$ cat src/hdl/step_pkg.sv
// Shared types, character codes and helpers for the styled text escape parser.
// Depends on nothing; imported by styled_text_escape_parser and the testbench.
package step_pkg;

    localparam int CharWidth   = 16;
    localparam int ColorWidth  = 32;
    localparam int StyleWidth  = 4;
    localparam int DigitWidth  = 4;
    localparam int HexDigits   = 8;
    localparam int QueueDepth  = 4;
    localparam int QueuePtrW   = $clog2(QueueDepth);
    localparam int QueueCntW   = $clog2(QueueDepth + 1);

    localparam logic [ColorWidth-1:0] DefaultColor = '1;

    localparam logic [CharWidth-1:0] ChBackslash = 16'h005c;
    localparam logic [CharWidth-1:0] ChHash      = 16'h0023;
    localparam logic [CharWidth-1:0] ChDot       = 16'h002e;
    localparam logic [CharWidth-1:0] ChFontUp    = 16'h0046;
    localparam logic [CharWidth-1:0] ChFontLo    = 16'h0066;
    localparam logic [CharWidth-1:0] ChStrikeLo  = 16'h0073;
    localparam logic [CharWidth-1:0] ChStrikeUp  = 16'h0053;
    localparam logic [CharWidth-1:0] ChStrikeSym = 16'h002d;
    localparam logic [CharWidth-1:0] ChUnderLo   = 16'h0075;
    localparam logic [CharWidth-1:0] ChUnderUp   = 16'h0055;
    localparam logic [CharWidth-1:0] ChUnderSym  = 16'h005f;
    localparam logic [CharWidth-1:0] ChItalicLo  = 16'h0069;
    localparam logic [CharWidth-1:0] ChItalicUp  = 16'h0049;
    localparam logic [CharWidth-1:0] ChItalicSym = 16'h002f;
    localparam logic [CharWidth-1:0] ChBoldLo    = 16'h0062;
    localparam logic [CharWidth-1:0] ChBoldUp    = 16'h0042;
    localparam logic [CharWidth-1:0] ChBoldSym   = 16'h003d;
    localparam logic [CharWidth-1:0] ChResetLo   = 16'h0072;
    localparam logic [CharWidth-1:0] ChResetUp   = 16'h0052;

    localparam int StyleBold      = 0;
    localparam int StyleItalic    = 1;
    localparam int StyleUnderline = 2;
    localparam int StyleStrike    = 3;

    typedef struct packed {
        logic [ColorWidth-1:0] fore;
        logic                  fore_default;
        logic [ColorWidth-1:0] back;
        logic                  back_default;
        logic [CharWidth-1:0]  font;
        logic [StyleWidth-1:0] style;
    } t_attrs;

    typedef struct packed {
        logic [CharWidth-1:0] glyph;
        t_attrs               attrs;
        logic                 last;
    } t_result;

    localparam t_attrs AttrsReset = '{
        fore:         DefaultColor,
        fore_default: 1'b1,
        back:         DefaultColor,
        back_default: 1'b1,
        font:         '0,
        style:        '0
    };

    function automatic logic [3:0] hex_value(input logic [CharWidth-1:0] c);
        logic [3:0] v;
        v = 4'd0;
        if (c >= 16'h0030 && c <= 16'h0039) begin
            v = c[3:0];
        end else if ((c >= 16'h0061 && c <= 16'h0066) || (c >= 16'h0041 && c <= 16'h0046)) begin
            v = c[3:0] + 4'd9;
        end
        return v;
    endfunction

endpackage

$ cat src/hdl/styled_text_escape_parser.sv
// Styled text escape parser: parses markup characters and queues styled glyphs.
// A four-entry result queue paces acceptance; results are registered into it.
// Throughput: one character per cycle while o_stall is low; an unknown escape
// yields two results, drained one per cycle while i_stall is low.
// Reset (synchronous, active low): plain text mode, default attributes, empty queue.
// Depends on step_pkg.
module styled_text_escape_parser (
    input  logic                           i_clk,
    input  logic                           i_rst_n,
    input  logic                           i_valid,
    output logic                           o_stall,
    input  logic [step_pkg::CharWidth-1:0] i_char_code,
    input  logic                           i_end_of_string,
    output logic                           o_valid,
    input  logic                           i_stall,
    output logic [step_pkg::CharWidth-1:0] o_glyph,
    output logic [step_pkg::ColorWidth-1:0] o_fore_color,
    output logic                           o_fore_is_default,
    output logic [step_pkg::ColorWidth-1:0] o_back_color,
    output logic                           o_back_is_default,
    output logic [step_pkg::CharWidth-1:0] o_font_id,
    output logic                           o_bold,
    output logic                           o_italic,
    output logic                           o_underline,
    output logic                           o_strike,
    output logic                           o_run_last
);
    import step_pkg::*;

    typedef enum logic [2:0] {
        MODE_PLAIN,
        MODE_ESC,
        MODE_HEXF,
        MODE_HEXB,
        MODE_FONT
    } t_mode;

    t_mode                  r_mode, n_mode;
    logic [ColorWidth-1:0]  r_acc, n_acc;
    logic [DigitWidth-1:0]  r_digits, n_digits;
    t_attrs                 r_attrs, n_attrs;

    t_result                r_queue [QueueDepth];
    logic [QueuePtrW-1:0]   r_head, r_tail;
    logic [QueueCntW-1:0]   r_count, n_count;

    logic                   in_xfer, out_xfer;
    logic [1:0]             push_n;
    logic [CharWidth-1:0]   glyph0, glyph1;
    logic [ColorWidth-1:0]  acc_shift;
    logic [DigitWidth-1:0]  digits_inc;
    t_result                res0, res1;

    assign o_stall  = (r_count >= QueueCntW'(QueueDepth - 1));
    assign o_valid  = (r_count != '0);
    assign in_xfer  = i_valid && !o_stall;
    assign out_xfer = o_valid && !i_stall;

    assign acc_shift  = {r_acc[ColorWidth-5:0], hex_value(i_char_code)};
    assign digits_inc = r_digits + DigitWidth'(1);

    always_comb begin
        n_mode   = r_mode;
        n_acc    = r_acc;
        n_digits = r_digits;
        n_attrs  = r_attrs;
        push_n   = 2'd0;
        glyph0   = i_char_code;
        glyph1   = i_char_code;
        unique case (r_mode)
            MODE_ESC: begin
                n_mode = MODE_PLAIN;
                unique case (i_char_code)
                    ChBackslash: begin
                        push_n = 2'd1;
                    end
                    ChHash: begin
                        n_mode   = MODE_HEXF;
                        n_acc    = '0;
                        n_digits = '0;
                    end
                    ChDot: begin
                        n_mode   = MODE_HEXB;
                        n_acc    = '0;
                        n_digits = '0;
                    end
                    ChFontUp, ChFontLo: begin
                        n_mode = MODE_FONT;
                    end
                    ChStrikeLo, ChStrikeUp, ChStrikeSym: begin
                        n_attrs.style[StyleStrike] = 1'b1;
                    end
                    ChUnderLo, ChUnderUp, ChUnderSym: begin
                        n_attrs.style[StyleUnderline] = 1'b1;
                    end
                    ChItalicLo, ChItalicUp, ChItalicSym: begin
                        n_attrs.style[StyleItalic] = 1'b1;
                    end
                    ChBoldLo, ChBoldUp, ChBoldSym: begin
                        n_attrs.style[StyleBold] = 1'b1;
                    end
                    ChResetLo, ChResetUp: begin
                        n_attrs = AttrsReset;
                    end
                    default: begin
                        push_n = 2'd2;
                        glyph0 = ChBackslash;
                    end
                endcase
            end
            MODE_HEXF, MODE_HEXB: begin
                n_acc    = acc_shift;
                n_digits = digits_inc;
                if (digits_inc >= DigitWidth'(HexDigits)) begin
                    if (r_mode == MODE_HEXF) begin
                        n_attrs.fore         = acc_shift;
                        n_attrs.fore_default = 1'b0;
                    end else begin
                        n_attrs.back         = acc_shift;
                        n_attrs.back_default = 1'b0;
                    end
                    n_mode   = MODE_PLAIN;
                    n_acc    = '0;
                    n_digits = '0;
                end
            end
            MODE_FONT: begin
                n_attrs.font = i_char_code;
                n_mode       = MODE_PLAIN;
            end
            MODE_PLAIN: begin
                if (i_char_code == ChBackslash && !i_end_of_string) begin
                    n_mode = MODE_ESC;
                end else begin
                    push_n = 2'd1;
                end
            end
            default: begin
                n_mode = MODE_PLAIN;
            end
        endcase
        if (i_end_of_string) begin
            n_mode   = MODE_PLAIN;
            n_acc    = '0;
            n_digits = '0;
        end
    end

    always_comb begin
        res0 = '{glyph: glyph0, attrs: r_attrs, last: (push_n == 2'd1)};
        res1 = '{glyph: glyph1, attrs: r_attrs, last: 1'b1};
        n_count = r_count + (in_xfer ? QueueCntW'(push_n) : '0)
                  - (out_xfer ? QueueCntW'(1) : '0);
    end

    always_ff @(posedge i_clk) begin
        if (!i_rst_n) begin
            r_mode   <= MODE_PLAIN;
            r_acc    <= '0;
            r_digits <= '0;
            r_attrs  <= AttrsReset;
            r_head   <= '0;
            r_tail   <= '0;
            r_count  <= '0;
        end else begin
            r_count <= n_count;
            if (out_xfer) begin
                r_head <= r_head + QueuePtrW'(1);
            end
            if (in_xfer) begin
                r_mode   <= n_mode;
                r_acc    <= n_acc;
                r_digits <= n_digits;
                r_attrs  <= n_attrs;
                r_tail   <= r_tail + QueuePtrW'(push_n);
            end
        end
        if (in_xfer && push_n != 2'd0) begin
            r_queue[r_tail] <= res0;
        end
        if (in_xfer && push_n == 2'd2) begin
            r_queue[r_tail + QueuePtrW'(1)] <= res1;
        end
    end

    assign o_glyph           = r_queue[r_head].glyph;
    assign o_fore_color      = r_queue[r_head].attrs.fore;
    assign o_fore_is_default = r_queue[r_head].attrs.fore_default;
    assign o_back_color      = r_queue[r_head].attrs.back;
    assign o_back_is_default = r_queue[r_head].attrs.back_default;
    assign o_font_id         = r_queue[r_head].attrs.font;
    assign o_bold            = r_queue[r_head].attrs.style[StyleBold];
    assign o_italic          = r_queue[r_head].attrs.style[StyleItalic];
    assign o_underline       = r_queue[r_head].attrs.style[StyleUnderline];
    assign o_strike          = r_queue[r_head].attrs.style[StyleStrike];
    assign o_run_last        = r_queue[r_head].last;

`ifndef SYNTHESIS
    a_queue_bound: assert property (@(posedge i_clk) disable iff (!i_rst_n)
        r_count <= QueueCntW'(QueueDepth))
        else $error("result queue overflow");

    a_digits_bound: assert property (@(posedge i_clk) disable iff (!i_rst_n)
        r_digits < DigitWidth'(HexDigits))
        else $error("hex digit count out of range");

    a_string_end: assert property (@(posedge i_clk) disable iff (!i_rst_n)
        (in_xfer && i_end_of_string) |=> (r_mode == MODE_PLAIN && r_digits == '0))
        else $error("parser not back in plain text after end of string");
`endif

endmodule

$ cat config.mk
export PLATFORM = sky130hd
export DESIGN_NAME = styled_text_escape_parser
export DESIGN_NICKNAME = d
export VERILOG_FILES = /design/src/hdl/step_pkg.sv /design/src/hdl/styled_text_escape_parser.sv
export SDC_FILE = /design/constraint.sdc
export NUM_CORES = 1
export LEC_CHECK = 0
export BUFFER_PORTS_ARGS = -buffer_cell sky130_fd_sc_hd__clkbuf_2
export CORE_ASPECT_RATIO = 0.75
export CORE_MARGIN = 2
export CORE_UTILIZATION = 65
export DETAILED_ROUTE_END_ITERATION = 6
export GPL_TIMING_DRIVEN = 1
export PLACE_DENSITY = 0.84
export SYNTH_ARGS = -nofsm -noshare
export SYNTH_HDL_FRONTEND = slang
export SYNTH_SLANG_ARGS = --single-unit
$ cat constraint.sdc
create_clock -name i_clk -period 12.7 [get_ports i_clk]
set_clock_uncertainty 0.1 [all_clocks]
set_input_delay 0 -clock i_clk [delete_from_list [all_inputs] [get_ports i_clk]]
set_output_delay 0 -clock i_clk [all_outputs]
set_load 0.02 [all_outputs]
==> results.txt <==
- The run finished with clean final reports.
- For this run, the total global-route usage over all layers was measured as 0.275.
- STA classifies the critical path startpoint as an input pin.
- Clock tree synthesis inserted a total of 49 buffers.
- For this run, the detailed router's first-pass iteration total came to 7.
* DP Wirelength: 30300 µm
- The number of setup buffers added after CTS is 0.
- Leakage: 8.99 nW
- TritonCTS clock tree: done
- Average instance area after synthesis: 13.9 µm²
- Counting every net in the synthesized netlist gives 1684.
- Floorplan Core Area: 34800 µm²
- Number of core rows: 59
- Area occupied by multi-input gates: 7600 µm²
- Leading area contributor after synthesis: sky130_fd_sc_hd__edfxtp_1
- Number of diodes added for antenna fixing: 0
- Count of port buffers added during placement: 125
* Register-to-register path setup slack: 7.83 ns
- Synthesis inferred 542 register bits.
- In this run, synthesis inferred 408 flip-flops with an integrated enable.
- For this block, the routed nets add up to 50400 µm of wire.
- Pre-CTS setup slack: 7.82 ns
- Headroom to the max-slew limit came out at 0.213.
* Ys async rst share: 0
* Antenna Violating Nets Remaining: 0
- Number of remaining DRC errors: 0
* Maximum count of clock buffers along a single path: 3
- Setup repair after global routing left no endpoint under its margin.
- Vias: 14000
- Data required time at the worst endpoint: 12.80 ns
- In the final design database the tool counted 1781 nets.
- Global Route met3 Usage: 0.0573
- In this run the most used layer during global routing was met2.
- Synth Instances: 1652
- The share of synthesized area in the top cell type comes to 0.532.
- At the end of routability-driven placement, the weighted congestion stood at 0.929.
- Number of global-route vias before repair: 13900
- Sum Neg Setup Slack: 0 ns
- Die X: 221 µm
* Part of the Yosys area used for sequential elements: 0.648
- After synthesis, the netlist uses 62 different library cells.
* Die height: 167 µm
* Top FF cell, synth: sky130_fd_sc_hd__edfxtp_1
- The mapped netlist covers 23000 µm².
* DR iter-0 viols: 1975
- In the post-synthesis netlist, the biggest area contributors are sky130_fd_sc_hd__edfxtp_1 53%, sky130_fd_sc_hd__dfxtp_1 12%, sky130_fd_sc_hd__mux4_2 10%, sky130_fd_sc_hd__and2_1 8.0%, sky130_fd_sc_hd__nor2b_1 3.4%.
* Met2 track demand over resource: 0.414
- Setup Crit Path Kind: in2reg
* Final critical-path share of the clock period: 0.388
- For the worst flop-to-flop path, the logic depth is 8.
* Worst vdd rail ir drop: 0.120 mV
- Endpoint arrival time on the critical path: 5.02 ns
- The first global-routing pass estimated 78900 µm of wire.
* Number of antenna violations at the first check in global routing: 1
- For met1 alone, demand over resource in global routing was 0.411.
- sky130_fd_sc_hd__edfxtp_1 is the most common cell in the netlist.
- Maximum fanout along the worst path: 105
- Achievable frequency: 0.203 GHz
- Most frequent cells after synthesis: 408 x sky130_fd_sc_hd__edfxtp_1, 294 x sky130_fd_sc_hd__and2_1, 134 x sky130_fd_sc_hd__dfxtp_1, 124 x sky130_fd_sc_hd__nor2b_1, 103 x sky130_fd_sc_hd__mux4_2
* Area Growth Syn to Fin: 11.9%
* H-tree levels: 2
* Maximum number of pins on one net before global-route repair: 108
* Sequential cell area: 14900 µm²
- Worst min-delay path category: in2reg
* Root buf cell: sky130_fd_sc_hd__clkbuf_16
* Max-cap violations: 0
* Pins Over Slew Limit: 0
- Along the worst hold path, the cell count comes to 3.
* Worst-Margin Slew: 1.18 ns
- Least setup slack across all paths after layout: 7.78 ns
- Fraction of layout cells with a size suffix above 1: 0.193
- Clock input transition at the sequential cells of the worst setup and hold paths: 0.06 ns
- Die Area: 37000 µm²
- Using the TritonRoute via totals, the vias-per-cell ratio works out to 6.25.
- At the later pin of the worst-skew pair, clock insertion delay measures 0.58 ns.
* Sink count of the clock tree: 542
* Final worst path period need: 4.92 ns
- Fill cells in the final layout number 2031.
- The final hold violation count came to 0.
- Crit path capture type: flip-flop
* Overflow left after global routing: 0
- Power spread over the standard cell area amounts to 199 nW/µm².
* Setup Viol. Count Final: 0
- Number of warnings issued by yosys: 0
- After detailed routing, the average wire length per cell comes to 22.4 µm.
- For this configuration, the core starts out at a cell density of 0.662.
* Number of I/O pins: 126
* Fin Hold WS: 0.219 ns
layout make-up:
| type | instances | share of cell area |
|---|---|---|
| Sequential cell | 542 | 0.580 |
| Timing Repair Buffer | 164 | 0.0378 |
| Inverter | 14 | 0.00223 |
| Clock buffer | 81 | 0.0602 |
| Clock inverter | 11 | 0.00320 |
| Multi-Input combinational cell | 978 | 0.295 |
| Tap cell | 457 | 0.0222 |
worst max-delay path: stages:
cell and delay, ns:
sky130_fd_sc_hd__dlygate4sd3_1 0.54, sky130_fd_sc_hd__clkbuf_2 0.23, sky130_fd_sc_hd__inv_1 0.16, sky130_fd_sc_hd__ha_1 0.31, sky130_fd_sc_hd__mux2i_1 0.21, sky130_fd_sc_hd__o22ai_1 0.12, sky130_fd_sc_hd__a22oi_1 0.27, sky130_fd_sc_hd__nand3_1 0.22
sky130_fd_sc_hd__or2_2 0.40, sky130_fd_sc_hd__a21oi_4 0.91, sky130_fd_sc_hd__buf_4 0.62, sky130_fd_sc_hd__buf_4 0.92
state kept, by name, indices dropped and copies added (netlist names), named ones only:
| name | flops |
|---|---|
| r_attrs | 86 |
| r_acc | 28 |
| r_digits | 4 |
| r_mode | 3 |
| r_head | 2 |
| r_tail | 2 |
| r_count | 3 |
| r_queue | 412 |
per-layer routing:
layer	routed length [µm]	up-vias
li1	-	6233
met2	23100	711
met5	7	-
met1	21300	6984
met4	1250	2
met3	4680	105
cell usage in the layout (no fill, tap or decap), types with 44 or more instances in the layout:
master / count
sky130_fd_sc_hd__clkbuf_2: 127
sky130_fd_sc_hd__mux4_2: 103
sky130_fd_sc_hd__edfxtp_1: 408
sky130_fd_sc_hd__nor2b_1: 124
sky130_fd_sc_hd__o22ai_1: 44
sky130_fd_sc_hd__nand2_1: 83
sky130_fd_sc_hd__o21ai_0: 58
sky130_fd_sc_hd__dfxtp_1: 132
sky130_fd_sc_hd__and2_1: 294
sky130_fd_sc_hd__clkbuf_16: 51
sky130_fd_sc_hd__nor2_1: 58
worst paths after layout:
kind | from | to
setup / recovery | i_char_code[1] | r_queue[3][24]
hold reg to reg | r_queue[1][0] | r_queue[1][0]
hold / removal | i_rst_n | r_attrs[13]
setup reg to reg | r_count[1] | r_queue[3][24]
report_power, final:
group | switching (mW) | internal [mW] | total (mW)
clock | 0.640 | 0.838 | 1.48
combinational | 0.804 | 0.545 | 1.35
sequential | 0.103 | 2.21 | 2.31
metrics by stage:
stage                     instance area (µm²)  total power [mW]  instances   util
after floorplan                         23000              3.28       1652      -
after global placement                  23900              3.66       2134  0.688
after detailed placement                23900              3.70       2134  0.688
after CTS                               25800              5.16       2247  0.741
after global routing                    25800              5.32       2247  0.741
final                                   25800              5.14       2247  0.741
logic make-up (layout without fill, tap and decap cells):
logic type / Yosys count / in the layout / synth area share
xor+xnor: 7 / 7 / 0.00266
compound gates: 181 / 181 / 0.0503
mux: 109 / 109 / 0.103
fa+ha+maj: 11 / 11 / 0.00630
buf+inv: 132 / 270 / 0.0231
simple gates: 670 / 670 / 0.166
flops: 542 / 542 / 0.648
what timing repair did:
item,CTS,global route
hold buffers,21,0
setup endpoints to repair,0,0
endpoints found under the hold margin,89,0
resized for setup,0,0
No activity file was read; power rests on OpenSTA's default activity.
